`src/hdl/isag_pkg.sv`:
```
package isag_pkg;

  localparam int CfgIdxW  = 3;
  localparam int CfgDataW = 31;
  localparam int HoldW    = 24;

  localparam logic [CfgIdxW-1:0] CFG_CURRENT_TARGET = 3'd0;
  localparam logic [CfgIdxW-1:0] CFG_CURRENT_STEP   = 3'd1;
  localparam logic [CfgIdxW-1:0] CFG_SPEED_STEP     = 3'd2;
  localparam logic [CfgIdxW-1:0] CFG_HOLD_TICKS     = 3'd3;
  localparam logic [CfgIdxW-1:0] CFG_ANGLE_GAIN     = 3'd4;
  localparam logic [CfgIdxW-1:0] CFG_ANGLE_OFFSET   = 3'd5;

  localparam logic [31:0] ANGLE_START = 32'hC000_0000;

  typedef enum logic [1:0] {
    PH_CURRENT = 2'd0,
    PH_HOLD    = 2'd1,
    PH_SPEED   = 2'd2
  } phase_t;

  // q15 to q15.16
  function automatic logic signed [31:0] q15_wide(input logic signed [15:0] v);
    return {v, 16'h0000};
  endfunction

  // one ramp step toward tgt, clamped at tgt; zero step counts as one
  function automatic logic signed [31:0] ramp(input logic signed [31:0] acc,
                                              input logic signed [31:0] tgt,
                                              input logic [30:0] step);
    logic [30:0]        s;
    logic signed [32:0] up;
    logic signed [32:0] dn;
    logic signed [32:0] t33;
    logic signed [31:0] res;
    s   = (step == 31'd0) ? 31'd1 : step;
    up  = 33'(acc) + $signed({2'b00, s});
    dn  = 33'(acc) - $signed({2'b00, s});
    t33 = 33'(tgt);
    if (acc < tgt) begin
      res = (up > t33) ? tgt : up[31:0];
    end else if (acc > tgt) begin
      res = (dn < t33) ? tgt : dn[31:0];
    end else begin
      res = acc;
    end
    return res;
  endfunction

endpackage

```
`src/hdl/if_startup_angle_generator.sv`:
```
// channel  | signals                                   | direction
// ---------+-------------------------------------------+----------
// cfg      | cfg_valid/cfg_ready, cfg_index, cfg_data  | in
// in       | in_valid/in_ready, in_mode, speed_target  | in
// out      | out_valid/out_ready, magnitude, angle,    | out
//          | speed, phase, steady_reached              |
//
// two register stages: ramps and hold counter update at request accept,
// the speed-times-gain product and angle add fill the output register next.
// a request's result waits in the first stage until the output register is
// free; one request per cycle while the output is not stalled.
// rst_n is synchronous; config returns to its defaults, angle to -90 degrees.
// a stalled output holds both stages; cfg_ready is always high.
module if_startup_angle_generator (
  input  logic                              clk,
  input  logic                              rst_n,
  input  logic                              cfg_valid,
  output logic                              cfg_ready,
  input  logic [isag_pkg::CfgIdxW-1:0]      cfg_index,
  input  logic [isag_pkg::CfgDataW-1:0]     cfg_data,
  input  logic                              in_valid,
  output logic                              in_ready,
  input  logic                              in_mode,
  input  logic signed [15:0]                in_speed_target,
  output logic                              out_valid,
  input  logic                              out_ready,
  output logic signed [15:0]                out_current_magnitude,
  output logic [15:0]                       out_angle,
  output logic signed [15:0]                out_speed,
  output logic [1:0]                        out_phase,
  output logic                              out_steady_reached
);
  import isag_pkg::*;

  typedef struct packed {
    logic               restart;
    logic signed [15:0] current;
    logic signed [15:0] speed;
    phase_t             phase;
    logic               steady;
  } mid_t;

  logic signed [15:0] cur_tgt_r;
  logic [30:0]        cur_step_r;
  logic [30:0]        spd_step_r;
  logic [HoldW-1:0]   hold_ticks_r;
  logic [15:0]        angle_gain_r;
  logic [15:0]        angle_offset_r;

  logic signed [31:0] cur_acc_r, cur_acc_nxt;
  logic signed [31:0] spd_acc_r, spd_acc_nxt;
  logic [HoldW-1:0]   hold_ctr_r, hold_ctr_nxt;
  logic signed [15:0] spd_goal;
  logic [31:0]        angle_r, angle_nxt;

  logic               mid_valid_r;
  mid_t               mid_r, mid_nxt;
  logic               out_valid_r;
  logic signed [15:0] out_cur_r;
  logic [15:0]        out_angle_r;
  logic signed [15:0] out_spd_r;
  phase_t             out_phase_r;
  logic               out_steady_r;

  logic               in_acc;
  logic               mid_adv;
  logic               out_free;
  logic signed [31:0] itgt;
  phase_t             phase;
  logic signed [32:0] prod;

  assign cfg_ready = 1'b1;
  assign out_free  = !out_valid_r || out_ready;
  assign mid_adv   = mid_valid_r && out_free;
  assign in_ready  = !mid_valid_r || mid_adv;
  assign in_acc    = in_valid && in_ready;

  always_ff @(posedge clk) begin
    if (!rst_n) begin
      cur_tgt_r      <= '0;
      cur_step_r     <= 31'd1;
      spd_step_r     <= 31'd1;
      hold_ticks_r   <= '0;
      angle_gain_r   <= '0;
      angle_offset_r <= '0;
    end else if (cfg_valid && cfg_ready) begin
      unique case (cfg_index)
        CFG_CURRENT_TARGET: cur_tgt_r      <= cfg_data[15:0];
        CFG_CURRENT_STEP:   cur_step_r     <= cfg_data;
        CFG_SPEED_STEP:     spd_step_r     <= cfg_data;
        CFG_HOLD_TICKS:     hold_ticks_r   <= cfg_data[HoldW-1:0];
        CFG_ANGLE_GAIN:     angle_gain_r   <= cfg_data[15:0];
        CFG_ANGLE_OFFSET:   angle_offset_r <= cfg_data[15:0];
        default: ;
      endcase
    end
  end

  // ramp stage
  assign itgt = q15_wide(cur_tgt_r);

  always_comb begin
    cur_acc_nxt  = cur_acc_r;
    spd_acc_nxt  = spd_acc_r;
    hold_ctr_nxt = hold_ctr_r;
    spd_goal     = in_speed_target;
    phase        = PH_CURRENT;
    if (in_mode) begin
      cur_acc_nxt  = '0;
      spd_acc_nxt  = '0;
      hold_ctr_nxt = '0;
      spd_goal     = '0;
    end else if (cur_acc_r != itgt) begin
      cur_acc_nxt = ramp(cur_acc_r, itgt, cur_step_r);
    end else if (hold_ctr_r < hold_ticks_r) begin
      hold_ctr_nxt = hold_ctr_r + 1'b1;
      phase        = PH_HOLD;
    end else begin
      spd_acc_nxt = ramp(spd_acc_r, q15_wide(in_speed_target), spd_step_r);
      phase       = PH_SPEED;
    end
    mid_nxt.restart = in_mode;
    mid_nxt.current = cur_acc_nxt[31:16];
    mid_nxt.speed   = spd_acc_nxt[31:16];
    mid_nxt.phase   = phase;
    mid_nxt.steady  = (cur_acc_nxt == itgt) && (spd_acc_nxt == q15_wide(spd_goal));
  end

  // angle stage
  assign prod      = mid_r.speed * $signed({1'b0, angle_gain_r});
  assign angle_nxt = mid_r.restart ? ANGLE_START : angle_r + prod[31:0];

  always_ff @(posedge clk) begin
    if (!rst_n) begin
      cur_acc_r   <= '0;
      spd_acc_r   <= '0;
      hold_ctr_r  <= '0;
      angle_r     <= ANGLE_START;
      mid_valid_r <= 1'b0;
      out_valid_r <= 1'b0;
    end else begin
      if (in_acc) begin
        cur_acc_r  <= cur_acc_nxt;
        spd_acc_r  <= spd_acc_nxt;
        hold_ctr_r <= hold_ctr_nxt;
      end
      if (mid_adv) begin
        angle_r <= angle_nxt;
      end
      if (in_ready) begin
        mid_valid_r <= in_valid;
      end
      if (out_free) begin
        out_valid_r <= mid_valid_r;
      end
    end
  end

  always_ff @(posedge clk) begin
    if (in_acc) begin
      mid_r <= mid_nxt;
    end
    if (mid_adv) begin
      out_cur_r    <= mid_r.current;
      out_angle_r  <= angle_nxt[31:16] + angle_offset_r;
      out_spd_r    <= mid_r.speed;
      out_phase_r  <= mid_r.phase;
      out_steady_r <= mid_r.steady;
    end
  end

  assign out_valid             = out_valid_r;
  assign out_current_magnitude = out_cur_r;
  assign out_angle             = out_angle_r;
  assign out_speed             = out_spd_r;
  assign out_phase             = out_phase_r;
  assign out_steady_reached    = out_steady_r;

endmodule

```
`config.mk`:
```
export PLATFORM = sky130hd
export DESIGN_NAME = if_startup_angle_generator
export DESIGN_NICKNAME = d
export VERILOG_FILES = /design/src/hdl/isag_pkg.sv /design/src/hdl/if_startup_angle_generator.sv
export SDC_FILE = /design/constraint.sdc
export NUM_CORES = 2
export LEC_CHECK = 0
export ABC_AREA = 1
export BUFFER_PORTS_ARGS = -buffer_cell sky130_fd_sc_hd__clkbuf_2
export CELL_PAD_IN_SITES_DETAIL_PLACEMENT = 1
export CELL_PAD_IN_SITES_GLOBAL_PLACEMENT = 1
export CORE_MARGIN = 3
export CORE_UTILIZATION = 51
export CTS_CLUSTER_SIZE = 12
export DETAILED_ROUTE_END_ITERATION = 10
export GPL_TIMING_DRIVEN = 0
export PLACE_DENSITY = 0.84
export SLEW_MARGIN = 10
export SYNTH_ARGS = -nofsm -noshare
export SYNTH_HDL_FRONTEND = slang
export SYNTH_SLANG_ARGS = --single-unit
```
`constraint.sdc`:
```
create_clock -name clk -period 14.45 [get_ports clk]
set_input_delay 0 -clock clk [delete_from_list [all_inputs] [get_ports clk]]
set_output_delay 0 -clock clk [all_outputs]
set_load 0.05 [all_outputs]
```
# ---- Word level (Yosys, flattened, before mapping)
# Cells that the tools add are included.
# Widths: inputs -> output; s select.
dict set report op_classes {
  order_cmp 9
  n_mux 21
  reduce_logical 19
  addsub 7
  n_eq_ne 9
  mul 1
}
# op n
set ops {}
lappend ops {{$mux 32} 14}
lappend ops {{$mux 24} 3}
lappend ops {{$add 32x32->33} 2}
lappend ops {{$gt 33x32->1} 2}
lappend ops {{$lt 33x32->1} 2}
lappend ops {{$sub 32x32->33} 2}
lappend ops {{$eq 32x32->1} 2}
lappend ops {{$gt 32x32->1} 2}
lappend ops {{$lt 32x32->1} 2}
lappend ops {{$logic_not 31->1} 2}
lappend ops {{$mux 31} 2}
lappend ops {{$add 32x32->32} 1}
lappend ops {{$mul 16x17->32} 1}
lappend ops {{$ne 32x32->1} 1}
lappend ops {{$add 24x1->24 const B} 1}
lappend ops {{$lt 24x24->1} 1}
lappend ops {{$add 16x16->16} 1}
lappend ops {{$mux 16} 1}
lappend ops {{$reduce_and 2->1} 6}
lappend ops {{$eq 3x2->1 const B} 2}
lappend ops {{$eq 3x3->1 const B} 2}
lappend ops {{$eq 3x1->1 const B} 1}
lappend ops {{$logic_and 1x1->1} 3}
lappend ops {{$logic_not 3->1} 1}
lappend ops {{7 further kinds} 9}
dict set report word_totals {
  word_cells 88
  out_inout_bits 54
  input_bits 56
  ff_bits 343
}

# ---- Logic depth before layout (Yosys ltp)
dict set report logic_depth {
  depth_word 12
  ltp_mapped 48
  depth_no_buf 46
}

# ---- Worst setup path after synthesis
# OpenSTA, ideal clock, no wires.
dict set report synth_timing {
  path_type {register -> register}
  from {register mid_r[4] (netlist name)}
  to {register out_angle_r[13], in the netlist out_angle[13] (data pin)}
  n_path_buf 2
  synth_period_minus_slack_ns 7.309
  t_required_ns 14.190
  t_arrival_ns 7.049
  setup_time_ns 0.260
  path_stages_with_launch 37
  setup_slack_ns 7.141
  cell_sequence {edfxtp_1 -> clkbuf_1 -> clkbuf_1 -> nand2_1 -> fa_1 -> inv_1 -> fa_1 -> inv_1 -> fa_1 -> inv_1 -> fa_1 -> inv_1 -> fa_1 -> inv_1 -> fa_1 -> ha_1 -> a21oi_1 -> inv_1 -> a21oi_1 -> o221ai_1 -> a21oi_1 -> nand2_1 -> nand2_1 -> nor2_1 -> ha_1 -> nand2_1 -> nor2_1 -> a211oi_1 -> o21ai_0 -> a21oi_1 -> o21bai_1 -> a31oi_1 -> o21ai_0 -> a21oi_1 -> nor2_1 -> nor2_1 -> xor2_1}
}
dict set report synth_via {
  elab_chain_cells 4
}
# element line_no
set synth_lines {}
lappend synth_lines {{from (decl)} if_startup_angle_generator.sv:57} ;# mid_t mid_r, mid_nxt;
lappend synth_lines {{from (signal assigned)} if_startup_angle_generator.sv:161} ;# mid_r <= mid_nxt;
lappend synth_lines {{$mul 16x17->32} if_startup_angle_generator.sv:130} ;# assign prod = mid_r.speed * $signed({1'b0, angle_gain_r});
lappend synth_lines {{$add 32x32->32} if_startup_angle_generator.sv:131} ;# assign angle_nxt = mid_r.restart ? ANGLE_START : angle_r + prod[31:0];
lappend synth_lines {{$mux 32} if_startup_angle_generator.sv:131}
lappend synth_lines {{net angle_nxt[18]} if_startup_angle_generator.sv:54} ;# logic [31:0] angle_r, angle_nxt;
lappend synth_lines {{$add 16x16->16} if_startup_angle_generator.sv:165} ;# out_angle_r <= angle_nxt[31:16] + angle_offset_r;
lappend synth_lines {{to (signal assigned)} if_startup_angle_generator.sv:165}
lappend synth_lines {{to (decl)} if_startup_angle_generator.sv:60} ;# logic [15:0] out_angle_r;
# The timed path passes the listed nets, and every way through them passes these cells.
# A chain may end at the register's enable or synchronous reset.

# ---- Final worst setup path
dict set report layout_timing {
  from {register mid_r[7] (netlist name)}
  to {register out_angle_r[13], in the netlist out_angle[13] (data pin)}
}
# The elaborated chain is that of the path after synthesis.

==> run metrics <==
vias in the first global route 41.4k; Final ANT Viol Nets 0; fin cells 6646; Post-Syn Area 37500 um2; power share of the combinational group 49.0%; register area share after synthesis 20.6%; root buf cell clkbuf_16; pwr/cell area 110 nW/um2; Sw Pwr 0.00213 W; Final Slew Violations 0; IO Port Bufs 107; commonest non-fill, non-tap cell in the layout nand2_1; CTS tree done; Least-Margin Pin Slew 1.33 ns; first drt pass iteration count 8; NumNets Final 6324; final total power 0.00451 W; critical path peak fanout 10; Critical Path End Type flip-flop; Mapped Nets 6141; core area 72100 um2; Leakage Power 21.3 nW; fill cell count 9698; worst min path class in -> reg; Post-CTS Setup Bufs 0; startpoint types flip-flop; VDD IR max 0.000118 V; die area 76800 um2; Mean Syn Cell Area 6.84 um2; Seq pwr share 25.2%; RR Endpoint out_angle[13]; Critical Path AT 10.57 ns; R2R cell count 35; hold path startpoint in_speed_target[13]; fin util 56.9%; Routed wire per std cell 25.3 um; CTS buffer count 43; status completed; Final Hold Viols 0; Clock Sinks 343; row cnt 98; Final Cycle Share 70.7%; Tot GR Track Use 42.9%; Vias per Instance 5.94; hold-fix buffers at CTS 29; Layout area overhead 9.44%; die height 277 um; Routed WL 168000 um; setup TNS 0 ns; Critical Path RT 14.81 ns; share of layout cells above drive strength 1 6.41%; Hold Path End spd_acc_r[29]; Slew HR 11.7%; hold path depth 7; RSZ-0062 raised after global routing no; pin count of the biggest net entering global routing 39; Tmin final 10.22 ns; Worst Clk Skew 0.0303 ns; width of the die 277 um; maxcap violations 0; Initial Util 52.0%; first-pass GRT wire length 251000 um; Overflow after GRT 0; CP Class reg -> reg; worst-case clock buffer depth 3; DRC viols 0; Top FF cell, synth dfxtp_1; worst skew pair latency 0.62 ns; dpl cells 6536; Syn Inst Count 5477; Post-synth EDFFs 87; worst reg2reg startpoint mid_r[7]; Vias 39.5k; post-synthesis register bit count 343; r2r setup slk 4.23 ns; initial antenna violation count 7; post-synth cell types 68; Detailed Place HPWL 136000 um; most frequent cells in the layout 1224 x nand2_1, 950 x inv_1, 461 x a21oi_1; Ys Warns 0; sw frac 47.3%; CP max stage delay 0.71 ns; DRC marker count from the first detailed-route iteration 3434; post-CTS sizing 0; H-tree depth 2; async set-reset flop share out of synthesis 0%; Ports 110; Clock Power Share 25.8%; clock transition at the registers of the reported paths 0.06 ns; Internal Power 0.00237 W; RD Place Congestion 1.02; Final setup violation count 0; crit path max-delay cell type clkbuf_1; FMAX 0.0979 GHz
==> layout make-up <==
type / count / area, um2 / area share [%]
clock buffer: 55 / 1170 / 2.85
timing repair buffer: 138 / 866 / 2.11
buffer: 281 / 1280 / 3.13
multi-input combinational: 3873 / 24800 / 60.4
inverter: 980 / 3680 / 8.97
clock inverter: 23 / 300 / 0.732
tap: 950 / 1190 / 2.90
antenna: 3 / 7.51 / 0.0183
sequential: 343 / 7740 / 18.9
==> power groups by stage <==
| stage | Clock [W] | Combinational, W | Sequential (W) |
|---|---|---|---|
| after floorplan | 0 | 0.00134 | 0.00116 |
| after global placement | 0 | 0.00199 | 0.00115 |
| after detailed placement | 0 | 0.00208 | 0.00115 |
| after CTS | 0.00116 | 0.00213 | 0.00113 |
| after global routing | 0.00120 | 0.00238 | 0.00114 |
| final | 0.00116 | 0.00221 | 0.00114 |
==> cells in the mapped netlist, types with 14 or more instances <==
cell | number | share of area, %
dfxtp_1 | 256 | 14
o21a_1 | 17 | 0.34
nand3_1 | 314 | 4.2
fa_1 | 230 | 12
nand3_2 | 15 | 0.40
nand4_1 | 70 | 1.2
a21oi_1 | 461 | 6.2
nand2_1 | 1224 | 12
buf_6 | 21 | 0.63
buf_2 | 26 | 0.35
o21bai_1 | 20 | 0.40
o21ai_0 | 347 | 4.6
inv_2 | 21 | 0.21
nor2_1 | 422 | 4.2
nand3b_1 | 16 | 0.32
nand2_2 | 25 | 0.42
inv_1 | 950 | 9.5
xor2_1 | 84 | 2.0
o21ai_1 | 14 | 0.19
edfxtp_1 | 87 | 7.0
or2_2 | 18 | 0.30
nor3_1 | 44 | 0.59
clkbuf_1 | 222 | 2.2
nor4_1 | 22 | 0.37
a21o_1 | 15 | 0.30
ha_1 | 378 | 13
==> per-layer routing <==
metal  vias up  wire length, um  GRT usage, %
met3       602            15200          10.1
li1      17700                -             -
met4        10            12200          26.2
met2      1910            76100          69.5
met1     19200            64700          51.7
met5         -               63             0
==> kinds of logic after synthesis <==
family / share of synthesized area [%]
other: 0.0100
flip-flops: 20.6
AO/OA/AOI/OAI: 13.8
XOR/XNOR: 2.22
buffers and inverters: 13.2
adder cells (fa/ha/maj): 24.9
AND/OR/NAND/NOR: 25.2
==> worst max path at each step <==
stage / depth (start not counted) / startpoint / endpoint
6_report: 35 / mid_r[7] / out_angle[13]
5_1_grt: 35 / mid_r[7] / out_angle[13]
4_1_cts: 35 / mid_r[8] / out_angle[13]
3_5_place_dp: 35 / mid_r[8] / out_angle[13]
3_3_place_gp: 33 / mid_r[8] / out_angle[13]
2_1_floorplan: 36 / mid_r[4] / out_angle[13]
==> stage by stage <==
step | worst slack (ns) | cell area [um2] | hold WS (ns)
floorplan | 7.14 | 37500 | 0.0989
global placement | 4.91 | 39200 | 0.292
detailed placement | 4.58 | 39300 | 0.291
CTS | 4.44 | 41000 | 0.0124
global route | 3.80 | 41000 | 0.0293
finish | 4.23 | 41000 | 0.0595
==> state kept, by name, indices dropped and copies added, names as in the netlist <==
signal and count:
angle_gain_r 16, angle_offset_r 16, angle_r 32, cur_acc_r 32, cur_step_r 31, cur_tgt_r 16, hold_ctr_r 24, hold_ticks_r 24
mid_r 36, mid_valid_r 1, out_angle 16, out_current_magnitude 16, out_phase 2, out_speed 16, out_steady_reached 1, out_valid 1
spd_acc_r 32, spd_step_r 31
==> worst max-delay path: cells and delay by family (launching register included) <==
family          cells  cell delay, ns
simple gates        7            1.05
fa+ha+maj           8            3.78
buf+inv             8            1.45
compound gates     11            3.11
flops               1            0.46
xor+xnor            1            0.09
(Power assumes the default switching activity.)
